--- config.mk ---
export PLATFORM = sky130hd
export DESIGN_NAME = form_query_string_decoder
export DESIGN_NICKNAME = d
export VERILOG_FILES = /design/src/fqsd_pkg.sv /design/src/fqsd_core.sv /design/src/fqsd_out.sv /design/src/form_query_string_decoder.sv
export SDC_FILE = /design/constraint.sdc
export NUM_CORES = 1
export LEC_CHECK = 0
export ABC_CLOCK_PERIOD_IN_PS = 5300
export BUFFER_PORTS_ARGS = -buffer_cell sky130_fd_sc_hd__buf_2
export CORE_ASPECT_RATIO = 0.6
export CORE_MARGIN = 1.5
export CORE_UTILIZATION = 38
export DETAILED_ROUTE_END_ITERATION = 8
export SYNTH_ARGS = -nofsm -noshare
export SYNTH_HDL_FRONTEND = slang
export SYNTH_HIERARCHICAL = 1
export SYNTH_SLANG_ARGS = --single-unit
--- constraint.sdc ---
create_clock -name clk -period 5.3 [get_ports clk]
set_clock_uncertainty 0.2 [all_clocks]
set_input_delay 0.795 -clock clk [delete_from_list [all_inputs] [get_ports clk]]
set_output_delay 0.795 -clock clk [all_outputs]
set_load 0.05 [all_outputs]
--- src/fqsd_pkg.sv ---
`timescale 1ns / 1ps
`default_nettype none

package fqsd_pkg;

  localparam logic [7:0] CH_AMP    = 8'h26;
  localparam logic [7:0] CH_PLUS   = 8'h2B;
  localparam logic [7:0] CH_EQ     = 8'h3D;
  localparam logic [7:0] CH_PCT    = 8'h25;
  localparam logic [7:0] CH_SLASH  = 8'h2F;
  localparam logic [7:0] CH_SPACE  = 8'h20;
  localparam logic [7:0] CASE_MASK = 8'hDF;

  typedef enum logic [1:0] {
    KIND_KEY   = 2'd0,
    KIND_VALUE = 2'd1,
    KIND_END   = 2'd2
  } kind_t;

  typedef enum logic [1:0] {
    ESC_NONE = 2'd0,
    ESC_PCT  = 2'd1,
    ESC_HEX1 = 2'd2
  } esc_t;

  // flags: bit0 key bad escape, bit1 key bad path,
  //        bit2 value bad escape, bit3 value bad path
  typedef struct packed {
    kind_t       kind;
    logic [7:0]  data;
    logic [3:0]  flags;
  } res_t;

  typedef struct packed {
    logic [1:0]     cnt;
    res_t [2:0]     slot;
  } batch_t;

  function automatic logic is_hex(input logic [7:0] c);
    return (c >= 8'h30 && c <= 8'h39) || (c >= 8'h41 && c <= 8'h46) ||
           (c >= 8'h61 && c <= 8'h66);
  endfunction

  function automatic logic [3:0] hex_val(input logic [7:0] c);
    logic [7:0] t;
    t = (c >= 8'h41) ? ((c & CASE_MASK) - 8'h37) : (c - 8'h30);
    return t[3:0];
  endfunction

endpackage

`default_nettype wire

--- src/fqsd_core.sv ---
`timescale 1ns / 1ps
`default_nettype none

module fqsd_core import fqsd_pkg::*; (
  input  wire logic       clk,
  input  wire logic       rst_n,
  input  wire logic       step_en,
  input  wire logic [7:0] in_byte,
  input  wire logic       in_end,
  output batch_t          batch
);

  logic       open_r, open_nxt;
  logic       val_r, val_nxt;
  esc_t       ph_r, ph_nxt;
  logic [7:0] held_r, held_nxt;
  logic       cut_r, cut_nxt;
  logic [3:0] flags_r, flags_nxt;

  res_t [2:0] slot;
  logic [1:0] n;
  kind_t      dkind;
  logic [7:0] bx;
  logic [7:0] dec;
  logic [3:0] f_esc;
  logic [3:0] f_path;

  always_comb begin
    open_nxt  = open_r;
    val_nxt   = val_r;
    ph_nxt    = ph_r;
    held_nxt  = held_r;
    cut_nxt   = cut_r;
    flags_nxt = flags_r;
    slot      = '0;
    n         = 2'd0;
    dkind     = val_r ? KIND_VALUE : KIND_KEY;
    bx        = (in_byte == CH_PLUS) ? CH_SPACE : in_byte;
    dec       = {hex_val(held_r), hex_val(bx)};
    f_esc     = val_r ? 4'b0100 : 4'b0001;
    f_path    = val_r ? 4'b1000 : 4'b0010;

    if (in_end || in_byte == CH_AMP || (in_byte == CH_EQ && !val_r)) begin
      // pending escape at a field boundary is malformed
      if (ph_r == ESC_PCT || ph_r == ESC_HEX1) begin
        flags_nxt = flags_nxt | f_esc;
        if (!cut_r) begin
          slot[n] = '{kind: dkind, data: CH_PCT, flags: 4'd0};
          n = n + 2'd1;
        end
      end
      if (ph_r == ESC_HEX1 && !cut_r) begin
        slot[n] = '{kind: dkind, data: held_r, flags: 4'd0};
        n = n + 2'd1;
      end
      ph_nxt = ESC_NONE;
      if (in_end || in_byte == CH_AMP) begin
        if (open_r) begin
          slot[n] = '{kind: KIND_END, data: 8'd0, flags: flags_nxt};
          n = n + 2'd1;
        end
        open_nxt  = 1'b0;
        val_nxt   = 1'b0;
        cut_nxt   = 1'b0;
        flags_nxt = 4'd0;
      end else begin
        open_nxt = 1'b1;
        val_nxt  = 1'b1;
        cut_nxt  = 1'b0;
      end
    end else begin
      open_nxt = 1'b1;
      if (ph_r == ESC_HEX1 && is_hex(bx)) begin
        ph_nxt = ESC_NONE;
        if (dec == CH_SLASH || dec == 8'd0) flags_nxt = flags_nxt | f_path;
        if (dec == 8'd0) begin
          cut_nxt = 1'b1;
        end else if (!cut_r) begin
          slot[n] = '{kind: dkind, data: dec, flags: 4'd0};
          n = n + 2'd1;
        end
      end else if (ph_r == ESC_PCT && is_hex(bx)) begin
        held_nxt = bx;
        ph_nxt   = ESC_HEX1;
      end else begin
        if (ph_r == ESC_PCT || ph_r == ESC_HEX1) begin
          flags_nxt = flags_nxt | f_esc;
          if (!cut_r) begin
            slot[n] = '{kind: dkind, data: CH_PCT, flags: 4'd0};
            n = n + 2'd1;
          end
        end
        if (ph_r == ESC_HEX1 && !cut_r) begin
          slot[n] = '{kind: dkind, data: held_r, flags: 4'd0};
          n = n + 2'd1;
        end
        if (bx == CH_PCT) begin
          ph_nxt = ESC_PCT;
        end else begin
          ph_nxt = ESC_NONE;
          if (!cut_r) begin
            slot[n] = '{kind: dkind, data: bx, flags: 4'd0};
            n = n + 2'd1;
          end
        end
      end
    end

    batch.cnt  = n;
    batch.slot = slot;
  end

  always_ff @(posedge clk) begin
    if (!rst_n) begin
      open_r  <= 1'b0;
      val_r   <= 1'b0;
      ph_r    <= ESC_NONE;
      cut_r   <= 1'b0;
      flags_r <= 4'd0;
    end else if (step_en) begin
      open_r  <= open_nxt;
      val_r   <= val_nxt;
      ph_r    <= ph_nxt;
      cut_r   <= cut_nxt;
      flags_r <= flags_nxt;
    end
  end

  always_ff @(posedge clk) begin
    if (!rst_n) begin
      held_r <= 8'd0;
    end else if (step_en) begin
      held_r <= held_nxt;
    end
  end

endmodule

`default_nettype wire

--- src/fqsd_out.sv ---
`timescale 1ns / 1ps
`default_nettype none

module fqsd_out import fqsd_pkg::*; (
  input  wire logic        clk,
  input  wire logic        rst_n,
  input  wire logic        load,
  input  wire batch_t      batch,
  output logic             load_ok,
  output logic             out_tvalid,
  input  wire logic        out_tready,
  output logic [15:0]      out_tdata,
  output logic [1:0]       out_tuser,
  output logic             out_tlast
);

  res_t [2:0] slot_r;
  logic [1:0] cnt_r, cnt_nxt;
  logic [1:0] idx_r, idx_nxt;
  res_t       cur;
  logic       fire;
  logic       done;

  assign cur        = slot_r[idx_r];
  assign out_tvalid = (cnt_r != 2'd0);
  assign out_tlast  = (idx_r == cnt_r - 2'd1);
  assign out_tuser  = cur.kind;
  assign out_tdata  = {4'd0, cur.flags, cur.data};
  assign fire       = out_tvalid && out_tready;
  assign done       = fire && out_tlast;
  assign load_ok    = !out_tvalid || done;

  always_comb begin
    cnt_nxt = cnt_r;
    idx_nxt = idx_r;
    if (load) begin
      cnt_nxt = batch.cnt;
      idx_nxt = 2'd0;
    end else if (done) begin
      cnt_nxt = 2'd0;
      idx_nxt = 2'd0;
    end else if (fire) begin
      idx_nxt = idx_r + 2'd1;
    end
  end

  always_ff @(posedge clk) begin
    if (!rst_n) begin
      cnt_r <= 2'd0;
      idx_r <= 2'd0;
    end else begin
      cnt_r <= cnt_nxt;
      idx_r <= idx_nxt;
    end
  end

  always_ff @(posedge clk) begin
    if (load) begin
      slot_r <= batch.slot;
    end
  end

endmodule

`default_nettype wire

--- src/form_query_string_decoder.sv ---
// Path: an accepted word reaches the output through one input register and one
//   result register; a word yields up to 3 results.
// Throughput: one input word per cycle while out_tready is high and each word
//   yields one result or none; more hold the buffer until the last is taken.
// Reset: rst_n low (synchronous) empties both registers and clears decoder state.
`timescale 1ns / 1ps
`default_nettype none

module form_query_string_decoder import fqsd_pkg::*; (
  input  wire logic        clk,
  input  wire logic        rst_n,
  input  wire logic        in_tvalid,
  output logic             in_tready,
  input  wire logic [7:0]  in_tdata,   // [7:0] char_byte
  input  wire logic        in_tlast,   // is_end
  output logic             out_tvalid,
  input  wire logic        out_tready,
  output logic [15:0]      out_tdata,  // [7:0] data_byte, [8] key_bad_escape,
                                       // [9] key_bad_path, [10] value_bad_escape,
                                       // [11] value_bad_path, [15:12] zero
  output logic [1:0]       out_tuser,  // [1:0] item_kind
  output logic             out_tlast   // run_last
);

  logic       in_valid_r;
  logic [7:0] in_byte_r;
  logic       in_end_r;
  logic       load_ok;
  logic       consume;
  batch_t     batch;

  assign consume   = in_valid_r && load_ok;
  assign in_tready = !in_valid_r || consume;

  always_ff @(posedge clk) begin
    if (!rst_n) begin
      in_valid_r <= 1'b0;
    end else if (in_tvalid && in_tready) begin
      in_valid_r <= 1'b1;
    end else if (consume) begin
      in_valid_r <= 1'b0;
    end
  end

  always_ff @(posedge clk) begin
    if (in_tvalid && in_tready) begin
      in_byte_r <= in_tdata;
      in_end_r  <= in_tlast;
    end
  end

  fqsd_core u_core (
    .clk     (clk),
    .rst_n   (rst_n),
    .step_en (consume),
    .in_byte (in_byte_r),
    .in_end  (in_end_r),
    .batch   (batch)
  );

  fqsd_out u_out (
    .clk        (clk),
    .rst_n      (rst_n),
    .load       (consume),
    .batch      (batch),
    .load_ok    (load_ok),
    .out_tvalid (out_tvalid),
    .out_tready (out_tready),
    .out_tdata  (out_tdata),
    .out_tuser  (out_tuser),
    .out_tlast  (out_tlast)
  );

endmodule

`default_nettype wire

==> results of run 1 <==
[how the worst max path moves through the flow]
stage                   startpoint          endpoint  slack, ps  cells past startpoint
global placement    u_out/idx_r[1]  u_core/held_r[3]       1940                      8
CTS                 u_out/idx_r[1]  u_core/held_r[3]       1910                      8
floorplan           u_out/cnt_r[0]  u_core/held_r[3]       1660                     10
detailed placement  u_out/idx_r[1]  u_core/held_r[3]       1940                      8
global route        u_out/idx_r[1]  u_core/held_r[3]       1680                      8
finish                in_byte_r[1]    u_out/cnt_r[1]       1910                     10
[through the flow]
stage | setup slack, ps | total power [mW] | instance area, um2
finish | 1910 | 1.36 | 4840
global route | 1680 | 1.41 | 4840
CTS | 1910 | 1.37 | 4840
detailed placement | 1940 | 0.802 | 4560
global placement | 1940 | 0.801 | 4560
floorplan | 1660 | 0.764 | 4390
[synthesized netlist by cell type, types with 3 or more instances]
master,instances,area share (%)
o211ai_1,5,0.86
a31oi_1,6,0.86
buf_4,9,1.5
nor3_1,9,1.0
o21ai_0,12,1.4
a21boi_1,3,0.51
a221o_1,4,0.92
inv_1,25,2.1
nand2_1,49,4.2
o22ai_1,4,0.57
o221ai_1,5,1.0
nor2b_1,5,0.71
and3_1,12,1.7
nand4_1,4,0.57
nand3_1,11,1.3
buf_6,6,1.5
o21a_1,5,0.86
a32o_1,6,1.4
edfxtp_1,51,35
mux2i_1,21,4.8
or2_2,3,0.43
dfxtp_1,22,10
buf_2,3,0.34
o2bb2ai_1,5,1.0
a21oi_1,12,1.4
and2_1,6,0.86
xnor2_1,4,0.80
o21ai_1,10,1.1
xor2_1,3,0.60
ha_1,12,3.4
nor2_1,34,2.9
clkbuf_1,4,0.34
[tightest hold or removal path, delay by kind of cell (launching register included)]
kind / cells / cell delay, ps
compound gates: 1 / 60
flops: 1 / 320
simple gates: 1 / 60
[final cells by class]
class	count	area, um2
clock buffers	14	264
clock inverters	2	13.8
fillers	1104	6420
inverters	26	97.6
multi-input cells	308	2150
flip-flops and latches	73	1970
well taps	144	180
repair buffers	31	160
[per-layer routing]
metal | wire length (um) | part of all wire [%] | GRT usage [%] | vias up
met1 | 6230 | 52 | 33.1 | 1647
met5 | 0 | 0 | 0 | -
met4 | 127 | 1.1 | 6.09 | 0
met3 | 995 | 8.2 | 5.25 | 16
met2 | 4720 | 39 | 27.4 | 158
li1 | - | - | - | 1637
[sequential cells by signal, indices dropped and copies added (netlist names), 2 cells and up]
register        count
u_out/cnt_r         2
u_core/ph_r         2
u_out/idx_r         2
u_core/flags_r      4
in_byte_r           8
u_out/slot_r       42
u_core/held_r       8
[cells by family after synthesis]
kind of cell	share of synthesized area [%]
AO/OA/AOI/OAI	20.3
XOR/XNOR	1.77
adder cells (fa/ha/maj)	3.43
buffers and inverters	6.00
flip-flops	45.1
multiplexers	5.32
other	0.0857
AND/OR/NAND/NOR	18.0
[where the power goes]
group	internal [mW]	switching, mW	total, mW	leakage [nW]
clock	0.343	0.226	0.569	0.137
sequential	0.630	0.0187	0.648	0.673
combinational	0.0411	0.103	0.144	0.903
==> flow_summary.toml, run 1 <==
[outcome]
outcome = "finished, final reports clean"

[yosys]
ys_types = 79
yosys_warnings = 6
synth_seq_cells = 73
async_flop_share_pct = 0
synth_edf_count = 51
ys.flop_type = "edfxtp_1"
synth_area_um2 = 4380
synth_area_per_cell_um2 = 10.3
ys_seq_area_share_pct = 45.1
synth_cells = 426

[finish]
syn2layout_area_growth_pct = 10.6
diodes = 0
nets = 474
final_core_util_pct = 43.0
layout-drive-gt1-share_pct = 16.7
layout_common_cells = "edfxtp_1 (51), nand2_1 (49), nor2_1 (34)"
layout.cells.non_filler = 598
final_common_cell = "edfxtp_1"

[routing]
totalWireLength_um = 12100
detail_route.vias_per_cell = 5.78
drt-pass1-iter-count = 6
dr.first_iter.drc_count = 359
ant_nets = 0
drc = 0
num_vias = 3458
avgRoutedWirePerCell_um = 20.2

[clocking]
numCtsBuffers = 9
ctsHtreeMaxLevel = 3
cts.sinks = 73
cts.clk_slew.worst_paths_ps = 50
cts_tree = "built"
clk_latency_ps = 340
cts_setup_buffers = 0
cts_hold_buf = 0
cts_root_buf = "clkbuf_16"
cts-resized-gates = 0
max-clock-path-buffers = 2

[job]
cap_viol_max_count = 0

[worst_setup_path]
crit_arrival_ps = 3450
worstSetupPathType = "flip-flop to flip-flop"
r2r-end = "u_out/cnt_r[1]"
cpMaxStageDelayCell = "a2111oi_4"
path_cells = "inv_1, ha_1, nor4_2, nand2_1, o211a_4, a2111oi_4, nor2_1, o22ai_1, nand2_1, a21boi_1"
crit_buf_inv = 1
crit_path_start_kind = "flip-flop"
path_common_cell = "nand2_1"
crit_family = "compound AO/OA/AOI/OAI gates"
worstPathMaxFanout = 12
rr_startpoint = "in_byte_r[1]"
critPathMaxStageDelay_ps = 780
rr_worst_depth = 10
cp-end-kind = "flip-flop"
reg2reg_slack_ps = 1910
worstPathRequired_ps = 5360

[global_routing]
antenna_found_initial = 0
grt_first_pass_wirelength_um = 18800
grt.total_usage_pct = 20.9
grt_max_degree = 39
grt_overflow = 0
grt_pass1_vias = 3195

[hold_path]
min_path_cells = 2
hold_start = "u_core/ph_r[0]"
holdPathEnd = "u_core/ph_r[0]"
hp-class = "flip-flop to flip-flop"

[power]
powerDensity_nw_per_um2 = 281
peakVddDrop_v = 0.000153
p_leak_nw = 1.71

[floorplanning]
die_area_um2 = 12200
design.core.area_um2 = 11300
pin_count = 34
start_util_pct = 38.9
rows = 30
die_h_um = 86.1
chipWidth_um = 142

[sta]
whs_ps = 287
drv_slew = 0
fin_crit_sh_pct = 63.9
tightest_slew_ps = 811
setup_violations = 0
relSlewSlack_pct = 45.5
finalSetupTns_ps = 0
hold_viol = 0
finalCriticalPeriod_ps = 3390
rsz0062_at_grt = "no"
fmax_mhz = 295

[placement]
dp_hpwl_um = 8970
dp.cells = 582
port_buffers = 29
gp_congestion = 1.03
Power figures use the tool's default switching activity.
==> run 2, diff against run 1 <==
- ABC_AREA: default -> 1
- ABC_CLOCK_PERIOD_IN_PS: 5300 -> 3030
- clock period: 5.3 -> 3.03 ns (I/O delays scaled with it)
==> run 2 against run 1 <==
Wire length is 17% higher. Utilization is 3.2 points higher. Via count is 23% higher. Worst setup slack worse by 1700 ps. Global-route usage is 1.1 points higher. Area after synthesis is 9.1% higher. Critical path depth is 1 higher. Sequential share of layout area is 5.6 points lower. Die area is 8.8% higher. Cell count is 34% higher. Critical path type unchanged. Highest routed layer unchanged.
==> flow_summary.toml, run 2 <==
[finish]
final_common_cell = "nand2_1"
nets = 655
multi_input_comb_area_um2 = 2370
seq_area_um2 = 1970
layout_common_cells = "nand2_1 (86), nor2_1 (68), inv_1 (52)"
diodes = 0
top_register = "u_out/slot_r"
largest_reg_flops = 42
syn2layout_area_growth_pct = 17.5
layout-drive-gt1-share_pct = 28.0
layout.cells.non_filler = 800
fillers = 1185
top_regs = "u_out/slot_r x42, in_byte_r x8, u_core/held_r x8"

[clocking]
cts_hold_buf = 0
cts_setup_buffers = 0
clk_latency_ps = 340
max-clock-path-buffers = 2
cts.sinks = 73
ctsHtreeMaxLevel = 3
cts_root_buf = "clkbuf_16"
cts.clk_slew.worst_paths_ps = 60
cts_tree = "built"
numCtsBuffers = 9

[yosys]
ys.flop_type = "edfxtp_1"
synth_top_area_share_pct = 32.1
synth_cells = 569
synth_common_cells = "nand2_1 (88), nor2_1 (69), inv_1 (55)"
synth_seq_cells = 73
yosysTopAreaCell = "edfxtp_1"
ys_seq_area_share_pct = 41.3
synth_edf_count = 51
synth_area_leaders = "edfxtp_1 (32%), dfxtp_1 (9.2%), nand2_1 (6.9%)"
synth_area_per_cell_um2 = 8.39
synth_area_um2 = 4770
yosys_warnings = 6
async_flop_share_pct = 0
ys_types = 46
yosysMostFrequentCell = "nand2_1"

[worst_setup_path]
crit_path_start = "u_core/ph_r[0]"
worstSetupPathType = "flip-flop to flip-flop"
rr_worst_depth = 11
r2r-end = "u_out/slot_r[20]"
rr_startpoint = "u_core/ph_r[0]"
reg2reg_slack_ps = 210
worstPathRequired_ps = 2890
worstPathMaxFanout = 6
crit_path_start_kind = "flip-flop"
crit_arrival_ps = 2680
endpoint = "u_out/slot_r[20]"
cp-end-kind = "flip-flop"

[routing]
drt-pass1-iter-count = 6
num_vias = 4244
ant_nets = 0
dr.first_iter.drc_count = 385
drc = 0
totalWireLength_um = 14100
avgRoutedWirePerCell_um = 17.7
detail_route.vias_per_cell = 5.31

[power]
p_int_mw = 1.98
switching_share_pct = 27.8
p_switching_uw = 763
pwr-share-comb_pct = 16.0
p_leak_nw = 2.25
peakVddDrop_v = 0.000296
powerDensity_nw_per_um2 = 490
power.share.clock_pct = 42.5
pwr-share-seq_pct = 41.4

[sta]
fmax_mhz = 354
finalWorstSetupSlack_ps = 207
tightest_slew_ps = 640
finalCriticalPeriod_ps = 2820
drv_slew = 0
fin_crit_sh_pct = 93.2
relSlewSlack_pct = 57.2
rsz0062_at_grt = "no"
setup_violations = 0
hold_viol = 0

[floorplanning]
start_util_pct = 39.3
rows = 31
chipWidth_um = 148
die_h_um = 89.8
die_area_um2 = 13300
design.core.area_um2 = 12100
pin_count = 34

[global_routing]
grt_overflow = 0
grt_max_degree = 31
grt_first_pass_wirelength_um = 22000
grt.total_usage_pct = 22.1
antenna_found_initial = 0
grt_pass1_vias = 4010

[hold_path]
hp-class = "input pin to flip-flop"

[placement]
gp_congestion = 1.00
dp.cells = 784
dp_hpwl_um = 11100
port_buffers = 29
dp_worst_setup_slack_ps = 1.55

[outcome]
outcome = "finished, final reports clean"

[job]
cap_viol_max_count = 0
## run 2: cell type report
class | instances | share of cell area (%)
multi-input combinational | 409 | 42.2
tap | 165 | 3.68
clock buffer | 12 | 4.98
timing repair buffer | 68 | 8.03
sequential | 73 | 35.2
clock inverter | 4 | 0.982
inverter | 69 | 4.93
## run 2: stage by stage
stage	hold slack [ps]	utilization [%]	setup TNS (ps)	instance area [um2]	power [mW]
2_1_floorplan	236	-	0	4800	1.47
3_5_place_dp	266	43.3	0	5260	1.59
6_report	90.3	46.2	0	5610	2.75
4_1_cts	83.6	46.1	0	5600	2.76
3_3_place_gp	254	43.3	-148	5260	1.59
5_1_grt	83.1	46.2	0	5610	2.85
## run 2: worst max-delay path, stage by stage (launching register included)
cell,delay [ps]
dfxtp_2,380
inv_1,60
ha_1,410
nor2_2,190
clkinv_1,110
ha_2,400
inv_1,70
nor2_1,130
inv_1,130
nand2_1,150
buf_4,180
o21ai_0,140
## run 2: power by group through the flow
stage               clock (mW)  combinational (mW)  sequential (mW)
floorplan                    0               0.320             1.15
global placement             0               0.435             1.16
detailed placement           0               0.435             1.16
CTS                       1.19               0.437             1.14
global route              1.23               0.477             1.14
finish                    1.17               0.441             1.14
## run 2: routing by layer
metal	GRT usage, %	part of all wire, %	vias to the layer above
met5	0	0	-
met4	6.33	1.8	0
met3	6.55	10	28
met2	28.5	38	188
met1	34.4	50	1989
li1	-	-	2039
## run 2: how the worst min path moves through the flow
| stage | startpoint | end | cells past startpoint |
|---|---|---|---|
| after global placement | u_core/open_r | u_core/open_r | 2 |
| final | in_tdata[4] | in_byte_r[4] | 1 |
| after CTS | in_tdata[6] | in_byte_r[6] | 1 |
| after global routing | in_tdata[6] | in_byte_r[6] | 1 |
| after detailed placement | u_core/flags_r[0] | u_core/flags_r[0] | 2 |
| after floorplan | u_core/open_r | u_core/open_r | 2 |
## run 2: logic make-up (layout without fill, tap and decap cells)
family | count (synthesis) | in the layout | share of synthesized area, %
and+or+nand+nor | 286 | 286 | 31.2
AOI/OAI and AO/OA | 103 | 103 | 14.0
buffers and inverters | 90 | 153 | 9.54
DFF | 73 | 73 | 41.3
adders and majority gates | 12 | 12 | 3.15
xor gates and xnor gates | 4 | 4 | 0.734
other | 1 | 4 | 0.0786
## run 2: what timing repair did
item	4_1_cts	5_1_grt
endpoints found under the setup margin	1	16
resized for setup	1	5
pin swaps	0	0
